==> src/rtl/lik_pkg.sv <==
// Package for the leg inverse kinematics block.
// Holds types, fixed-point constants, register codes and the CORDIC arctangent table.
// Used by lik_ctrl, lik_dp and leg_inverse_kinematics.
package lik_pkg;

  localparam int CNT_W     = 5;
  localparam int ACC_W     = 58;
  localparam int CRD_W     = 34;
  localparam int CFG_IDX_W = 3;
  localparam int CFG_DAT_W = 16;

  localparam logic [CNT_W-1:0] SQ_LAST  = 5'd28;
  localparam logic [CNT_W-1:0] DIV_LAST = 5'd27;

  localparam logic signed [19:0]      PI_Q14      = 20'sd51472;
  localparam logic signed [19:0]      HALF_PI_Q14 = 20'sd25736;
  localparam logic signed [CRD_W-1:0] PI_Q29      = 34'sd1686629713;
  localparam logic [ACC_W-1:0]        ONE_Q56     = 58'h100000000000000;

  localparam logic [CFG_IDX_W-1:0] REG_MIRROR = 3'd0;
  localparam logic [CFG_IDX_W-1:0] REG_UPPER  = 3'd1;
  localparam logic [CFG_IDX_W-1:0] REG_LOWER  = 3'd2;
  localparam logic [CFG_IDX_W-1:0] REG_EXTMIN = 3'd3;
  localparam logic [CFG_IDX_W-1:0] REG_EXTMAX = 3'd4;

  localparam logic [15:0] RST_UPPER  = 16'd3277;
  localparam logic [15:0] RST_LOWER  = 16'd6554;
  localparam logic [15:0] RST_EXTMIN = 16'd3277;
  localparam logic [15:0] RST_EXTMAX = 16'd7864;
  localparam logic [15:0] RST_EXT    = 16'd3277;

  typedef enum logic [1:0] {
    OP_SET_XY  = 2'd0,
    OP_SET_EXT = 2'd1,
    OP_SET_ANG = 2'd2,
    OP_UNUSED  = 2'd3
  } lik_op_e;

  typedef enum logic [4:0] {
    CMD_NONE, CMD_LOAD, CMD_XSQ, CMD_YSQ, CMD_XYSUM, CMD_SQ_INIT, CMD_SQ_STEP,
    CMD_EXT_XY, CMD_ANG_ZERO, CMD_CX_INIT, CMD_CR_STEP, CMD_ANG_XY, CMD_EXT_SET,
    CMD_ANG_SET, CMD_L1SQ, CMD_L2SQ, CMD_ESQ, CMD_L12, CMD_DEN, CMD_DELTA_FIX,
    CMD_DIV_INIT, CMD_DIV_STEP, CMD_QSQ, CMD_QSUB, CMD_CA_INIT, CMD_DELTA_ACOS,
    CMD_TARGETS, CMD_PUBLISH
  } lik_cmd_e;

  typedef enum logic [4:0] {
    S_IDLE, S_DECIDE, S_XSQ, S_YSQ, S_XYSUM, S_SQ_INIT, S_SQ_STEP, S_EXT_XY,
    S_ANG_ZERO, S_CX_INIT, S_CR_STEP, S_ANG_XY, S_EXT_SET, S_ANG_SET, S_L1SQ,
    S_L2SQ, S_ESQ, S_L12, S_DEN, S_CHECK, S_DELTA_FIX, S_DIV_INIT, S_DIV_STEP,
    S_QSQ, S_QSUB, S_CA_INIT, S_DELTA_ACOS, S_TARGETS, S_FINISH
  } lik_state_e;

  typedef struct packed {
    lik_cmd_e         op;
    logic [CNT_W-1:0] idx;
    logic             changed;
  } lik_cmd_t;

  typedef struct packed {
    lik_op_e op;
    logic    apply;
    logic    y_zero;
    logic    fixed;
  } lik_stat_t;

  // atan(2^-i) in Q2.29
  function automatic logic [28:0] atan_q29(input logic [CNT_W-1:0] i);
    logic [28:0] v;
    case (i)
      5'd0:  v = 29'd421657428;
      5'd1:  v = 29'd248918915;
      5'd2:  v = 29'd131521918;
      5'd3:  v = 29'd66762579;
      5'd4:  v = 29'd33510843;
      5'd5:  v = 29'd16771758;
      5'd6:  v = 29'd8387925;
      5'd7:  v = 29'd4194219;
      5'd8:  v = 29'd2097141;
      5'd9:  v = 29'd1048575;
      5'd10: v = 29'd524288;
      5'd11: v = 29'd262144;
      5'd12: v = 29'd131072;
      5'd13: v = 29'd65536;
      5'd14: v = 29'd32768;
      5'd15: v = 29'd16384;
      5'd16: v = 29'd8192;
      5'd17: v = 29'd4096;
      5'd18: v = 29'd2048;
      5'd19: v = 29'd1024;
      5'd20: v = 29'd512;
      5'd21: v = 29'd256;
      5'd22: v = 29'd128;
      5'd23: v = 29'd64;
      default: v = 29'd0;
    endcase
    return v;
  endfunction

endpackage

==> src/rtl/lik_ctrl.sv <==
// Sequencer for the leg inverse kinematics block.
// Depends on lik_pkg; drives lik_dp through a command struct and reads its status.
module lik_ctrl #(
  parameter int CORDIC_STEPS = 16
) (
  input  logic               clk_i,
  input  logic               rst_ni,
  input  logic               in_valid_i,
  output logic               in_stall_o,
  output logic               out_valid_o,
  input  logic               out_stall_i,
  input  lik_pkg::lik_stat_t stat_i,
  output lik_pkg::lik_cmd_t  cmd_o
);
  import lik_pkg::*;

  localparam logic [CNT_W-1:0] CR_LAST = CNT_W'(CORDIC_STEPS - 1);

  lik_state_e       state_q, state_d;
  logic [CNT_W-1:0] cnt_q, cnt_d;
  logic             acos_q, acos_d;
  logic             chg_q, chg_d;
  logic             out_valid_q, out_valid_d;
  logic             out_free;

  assign out_free = !out_valid_q || !out_stall_i;

  always_comb begin
    state_d     = state_q;
    cnt_d       = cnt_q + 1'b1;
    acos_d      = acos_q;
    chg_d       = chg_q;
    out_valid_d = out_valid_q && out_stall_i;
    case (state_q)
      S_IDLE: begin
        if (in_valid_i) state_d = S_DECIDE;
      end
      S_DECIDE: begin
        chg_d  = stat_i.apply;
        acos_d = 1'b0;
        if (!stat_i.apply) begin
          state_d = S_FINISH;
        end else begin
          case (stat_i.op)
            OP_SET_XY:  state_d = S_XSQ;
            OP_SET_EXT: state_d = S_EXT_SET;
            OP_SET_ANG: state_d = S_ANG_SET;
            default:    state_d = S_FINISH;
          endcase
        end
      end
      S_XSQ:   state_d = S_YSQ;
      S_YSQ:   state_d = S_XYSUM;
      S_XYSUM: state_d = S_SQ_INIT;
      S_SQ_INIT: begin
        cnt_d   = '0;
        state_d = S_SQ_STEP;
      end
      S_SQ_STEP: begin
        if (cnt_q == SQ_LAST) state_d = acos_q ? S_CA_INIT : S_EXT_XY;
      end
      S_EXT_XY: state_d = stat_i.y_zero ? S_ANG_ZERO : S_CX_INIT;
      S_CX_INIT, S_CA_INIT: begin
        cnt_d   = '0;
        state_d = S_CR_STEP;
      end
      S_CR_STEP: begin
        if (cnt_q == CR_LAST) state_d = acos_q ? S_DELTA_ACOS : S_ANG_XY;
      end
      S_ANG_XY, S_ANG_ZERO, S_EXT_SET, S_ANG_SET: state_d = S_L1SQ;
      S_L1SQ: state_d = S_L2SQ;
      S_L2SQ: state_d = S_ESQ;
      S_ESQ:  state_d = S_L12;
      S_L12:  state_d = S_DEN;
      S_DEN:  state_d = S_CHECK;
      S_CHECK: begin
        if (stat_i.fixed) begin
          state_d = S_DELTA_FIX;
        end else begin
          acos_d  = 1'b1;
          state_d = S_DIV_INIT;
        end
      end
      S_DELTA_FIX: state_d = S_TARGETS;
      S_DIV_INIT: begin
        cnt_d   = '0;
        state_d = S_DIV_STEP;
      end
      S_DIV_STEP: begin
        if (cnt_q == DIV_LAST) state_d = S_QSQ;
      end
      S_QSQ:        state_d = S_QSUB;
      S_QSUB:       state_d = S_SQ_INIT;
      S_DELTA_ACOS: state_d = S_TARGETS;
      S_TARGETS:    state_d = S_FINISH;
      S_FINISH: begin
        if (out_free) begin
          out_valid_d = 1'b1;
          state_d     = S_IDLE;
        end
      end
      default: state_d = S_IDLE;
    endcase
  end

  always_comb begin
    cmd_o.idx     = cnt_q;
    cmd_o.changed = chg_q;
    in_stall_o    = (state_q != S_IDLE);
    out_valid_o   = out_valid_q;
    case (state_q)
      S_IDLE:       cmd_o.op = in_valid_i ? CMD_LOAD : CMD_NONE;
      S_XSQ:        cmd_o.op = CMD_XSQ;
      S_YSQ:        cmd_o.op = CMD_YSQ;
      S_XYSUM:      cmd_o.op = CMD_XYSUM;
      S_SQ_INIT:    cmd_o.op = CMD_SQ_INIT;
      S_SQ_STEP:    cmd_o.op = CMD_SQ_STEP;
      S_EXT_XY:     cmd_o.op = CMD_EXT_XY;
      S_ANG_ZERO:   cmd_o.op = CMD_ANG_ZERO;
      S_CX_INIT:    cmd_o.op = CMD_CX_INIT;
      S_CR_STEP:    cmd_o.op = CMD_CR_STEP;
      S_ANG_XY:     cmd_o.op = CMD_ANG_XY;
      S_EXT_SET:    cmd_o.op = CMD_EXT_SET;
      S_ANG_SET:    cmd_o.op = CMD_ANG_SET;
      S_L1SQ:       cmd_o.op = CMD_L1SQ;
      S_L2SQ:       cmd_o.op = CMD_L2SQ;
      S_ESQ:        cmd_o.op = CMD_ESQ;
      S_L12:        cmd_o.op = CMD_L12;
      S_DEN:        cmd_o.op = CMD_DEN;
      S_DELTA_FIX:  cmd_o.op = CMD_DELTA_FIX;
      S_DIV_INIT:   cmd_o.op = CMD_DIV_INIT;
      S_DIV_STEP:   cmd_o.op = CMD_DIV_STEP;
      S_QSQ:        cmd_o.op = CMD_QSQ;
      S_QSUB:       cmd_o.op = CMD_QSUB;
      S_CA_INIT:    cmd_o.op = CMD_CA_INIT;
      S_DELTA_ACOS: cmd_o.op = CMD_DELTA_ACOS;
      S_TARGETS:    cmd_o.op = CMD_TARGETS;
      S_FINISH:     cmd_o.op = out_free ? CMD_PUBLISH : CMD_NONE;
      default:      cmd_o.op = CMD_NONE;
    endcase
  end

  always_ff @(posedge clk_i or negedge rst_ni) begin
    if (!rst_ni) begin
      state_q     <= S_IDLE;
      cnt_q       <= '0;
      acos_q      <= 1'b0;
      chg_q       <= 1'b0;
      out_valid_q <= 1'b0;
    end else begin
      state_q     <= state_d;
      cnt_q       <= cnt_d;
      acos_q      <= acos_d;
      chg_q       <= chg_d;
      out_valid_q <= out_valid_d;
    end
  end

endmodule

==> config.mk <==
export PLATFORM = sky130hd
export DESIGN_NAME = lik_ctrl
export DESIGN_NICKNAME = d
export VERILOG_FILES = /design/src/rtl/lik_pkg.sv /design/src/rtl/lik_ctrl.sv
export SDC_FILE = /design/constraint.sdc
export NUM_CORES = 1
export LEC_CHECK = 0
export ABC_AREA = 1
export BUFFER_PORTS_ARGS = -buffer_cell sky130_fd_sc_hd__clkbuf_2
export CAP_MARGIN = 40
export CORE_AREA = 2 2 52 54
export DETAILED_ROUTE_END_ITERATION = 12
export DIE_AREA = 0 0 54 56
export PLACE_DENSITY = 0.77
export SYNTH_ARGS = -nofsm -noshare
export SYNTH_HDL_FRONTEND = slang
export SYNTH_SLANG_ARGS = --single-unit
==> constraint.sdc <==
create_clock -name clk_i -period 1.8 [get_ports clk_i]
set_input_delay 0.09 -clock clk_i [delete_from_list [all_inputs] [get_ports clk_i]]
set_output_delay 0.09 -clock clk_i [all_outputs]
set_load 0.1 [all_outputs]
==> impl_metrics.yaml <==
outcome:
  status: "finished with violations"
  violations: "setup timing"
min_path:
  hp-class: "input pin to flop"
cells_and_area:
  antennaDiodeCount: 0
  syn_to_final_growth_pct: 39.4
  n_fill_cell: 197
  final_common_cell: "nand2_1"
  finish.utilization_pct: 75.4
  drive_above_1_share_pct: 41.0
  final_cell_mix: "nand2_1 (60), nor2_1 (25), inv_1 (17), nand3_1 (17)"
  final_area_um2: 1830
  nets: 264
critical_path:
  crit_type: "flop to output pin"
  worstPathMaxFanout: 8
  worst-path-buf-inv: 3
  max_stage_delay_ns: 0.53
  cp_slowest_cell: "dfrtp_2"
  cp_top_family: "flip-flops"
  crit_required_ns: 1.71
  path_cells: "nand2_2 -> inv_2 -> nand3_2 -> o21ai_2 -> inv_1 -> nand4_1 -> buf_12"
  cp.arrival_ns: 1.80
  cp-start-kind: "flop"
  end_kind: "output pin"
yosys:
  syn-instance-count: 214
  netlist_area_um2: 1320
  synth_cell_types: 27
  ys_seq_elements: 13
  yosysSeqAreaShare_pct: 24.7
  synth_fp_nets: 226
  yosys_warnings: 0
  syn_area_per_cell_um2: 6.14
global_routing:
  grt_pass1_wl_mm: 6.40
  grt_usage_pct: 28.7
  antenna_found_initial: 0
  grt_pass1_vias: 1426
  grt_max_degree: 15
  grt_overflow: 0
clock_network:
  root_buffer: "clkbuf_4"
  clk_path_buf_depth: 2
  cts_tree: "yes"
  cts_made_buffers: 3
  path_clk_slew_ns: 0.08
  clock_latency_ns: 0.28
  clock_sinks: 13
  htreeDepth: 1
detailed_routing:
  ant_nets: 0
  wl_per_cell_um: 14.5
  m1WireLength_mm: 1.66
  highest_layer: "met4"
  firstDrtPassIters: 5
  vias: 1546
  drtIter0Drc: 55
  via_per_inst: 5.50
  route.met3.wl_um: 289
  wl_mm: 4.08
  wl_met2_mm: 1.99
  drc: 0
floorplanning:
  fp.dieW_um: 54
  initial_core_util_pct: 54.1
  ios: 22
  die_height_um: 56
  core-area_um2: 2430
  rows: 18
  design.die.area_um2: 3020
sta:
  fmax_ghz: 0.529
  skew_ns: 0.0117
  fin_ws_ns: -0.0909
  slew_headroom_pct: 64.0
  finalCriticalPeriod_ns: 1.89
  hold_viol: 0
  post-route-period-util_pct: 105
  setup_tns_ns: -0.164
  tightest_slew_ns: 0.542
  setup_violations: 5
  rsz0062_at_grt: "true"
  slew_violations: 0
place:
  placed_area_um2: 1590
  gp_congestion: 1.07
  dp_hpwl_mm: 2.91
  post-place-ws_ns: 0.0966
  io_buffers: 21
job:
  cap_violations: 0
kinds of logic after synthesis:
kind of cell / synth area share [%]
and+or+nand+nor: 52.9
buffers and inverters: 10.7
AOI/OAI and AO/OA: 7.33
DFF: 24.7
adders and majority gates: 2.85
xor gates and xnor gates: 0.666
muxes: 0.856
repair_timing:
| action | in CTS | in global routing |
|---|---|---|
| buffers inserted | 8 | 5 |
| hold endpoints to repair | 13 | 0 |
| pin swaps | 5 | 5 |
| hold buffers | 1 | 0 |
| resized for setup | 13 | 19 |
| setup endpoints to repair | 5 | 5 |
area by class of cell:
cell class	count	area, um^2	share of cell area [%]
Multi-Input combinational cell	170	975	53.2
Sequential cell	13	339	18.5
Timing Repair Buffer	39	349	19.0
Clock buffer	4	26.3	1.43
Inverter	25	106	5.80
Tap cell	30	37.5	2.05
stage by stage:
step	instances	hold slack (ns)
after floorplan	214	-0.206
after global placement	263	-0.00487
after detailed placement	263	-0.00158
after CTS	276	0.0536
after global routing	281	0.0544
final	281	0.0513
worst reg2reg max path, stage by stage (launching register included):
cell	delay, ns
dfrtp_2	0.49
clkinv_4	0.16
nor2_4	0.19
buf_4	0.15
nand2_2	0.05
nor2_2	0.12
nand2_1	0.09
nand3_2	0.12
nor2_2	0.08
nand2_1	0.08
nand2_1	0.05
layer usage:
layer  GRT usage (%)  up-vias
met5               0        -
met2            46.0       69
li1                -      756
met1            37.1      703
met4            9.64        0
met3            6.45       18
Yosys cell counts:
cell type / count / area (um^2)
ha_1: 3 / 37.5
nand4_1: 6 / 37.5
buf_4: 4 / 30.0
or2_4: 1 / 8.76
nor3_4: 1 / 16.3
nand2_2: 6 / 37.5
nor2_1: 31 / 116
mux2_2: 1 / 11.3
nand3_1: 20 / 100
buf_2: 1 / 5.00
a31oi_1: 1 / 6.26
o21ai_1: 1 / 5.00
o211ai_2: 1 / 12.5
and3_1: 1 / 6.26
inv_1: 19 / 71.3
dfrtp_1: 13 / 325
nand2_1: 68 / 255
nand3_2: 1 / 10.0
nor2_4: 5 / 56.3
o31ai_1: 1 / 7.51
a21oi_1: 5 / 25.0
buf_6: 1 / 11.3
o21ai_0: 8 / 40.0
xor2_1: 1 / 8.76
inv_2: 6 / 22.5
nor2_2: 7 / 43.8
nand3b_1: 1 / 7.51
worst paths after layout:
| kind | slack [ns] | cells past startpoint | startpoint | end |
|---|---|---|---|---|
| min in group asynchronous | 0.24 | 2 | rst_ni | state_q[4]$_DFFE_PN0P_ |
| worst min register to register | 0.50 | 1 | cnt_q[0]$_DFF_PN0_ | cnt_q[0]$_DFF_PN0_ |
| max in group asynchronous | 1.28 | 2 | rst_ni | state_q[0]$_DFFE_PN0P_ |
| worst min-delay path | 0.05 | 3 | out_stall_i | out_valid_o$_DFF_PN0_ |
| worst max register to register | 0.13 | 10 | state_q[1]$_DFFE_PN0P_ | state_q[4]$_DFFE_PN0P_ |
| worst max-delay path | -0.09 | 7 | state_q[2]$_DFFE_PN0P_ | cmd_o[7] |
state kept, by name, indices dropped and copies added (netlist names):
name and count:
out_valid_o 1, acos_q 1, cnt_q 5, state_q 5, chg_q 1
Power is left out: the tool's default activity adds up to more than one toggle a clock period on the data nets, which glitch-free logic cannot reach.
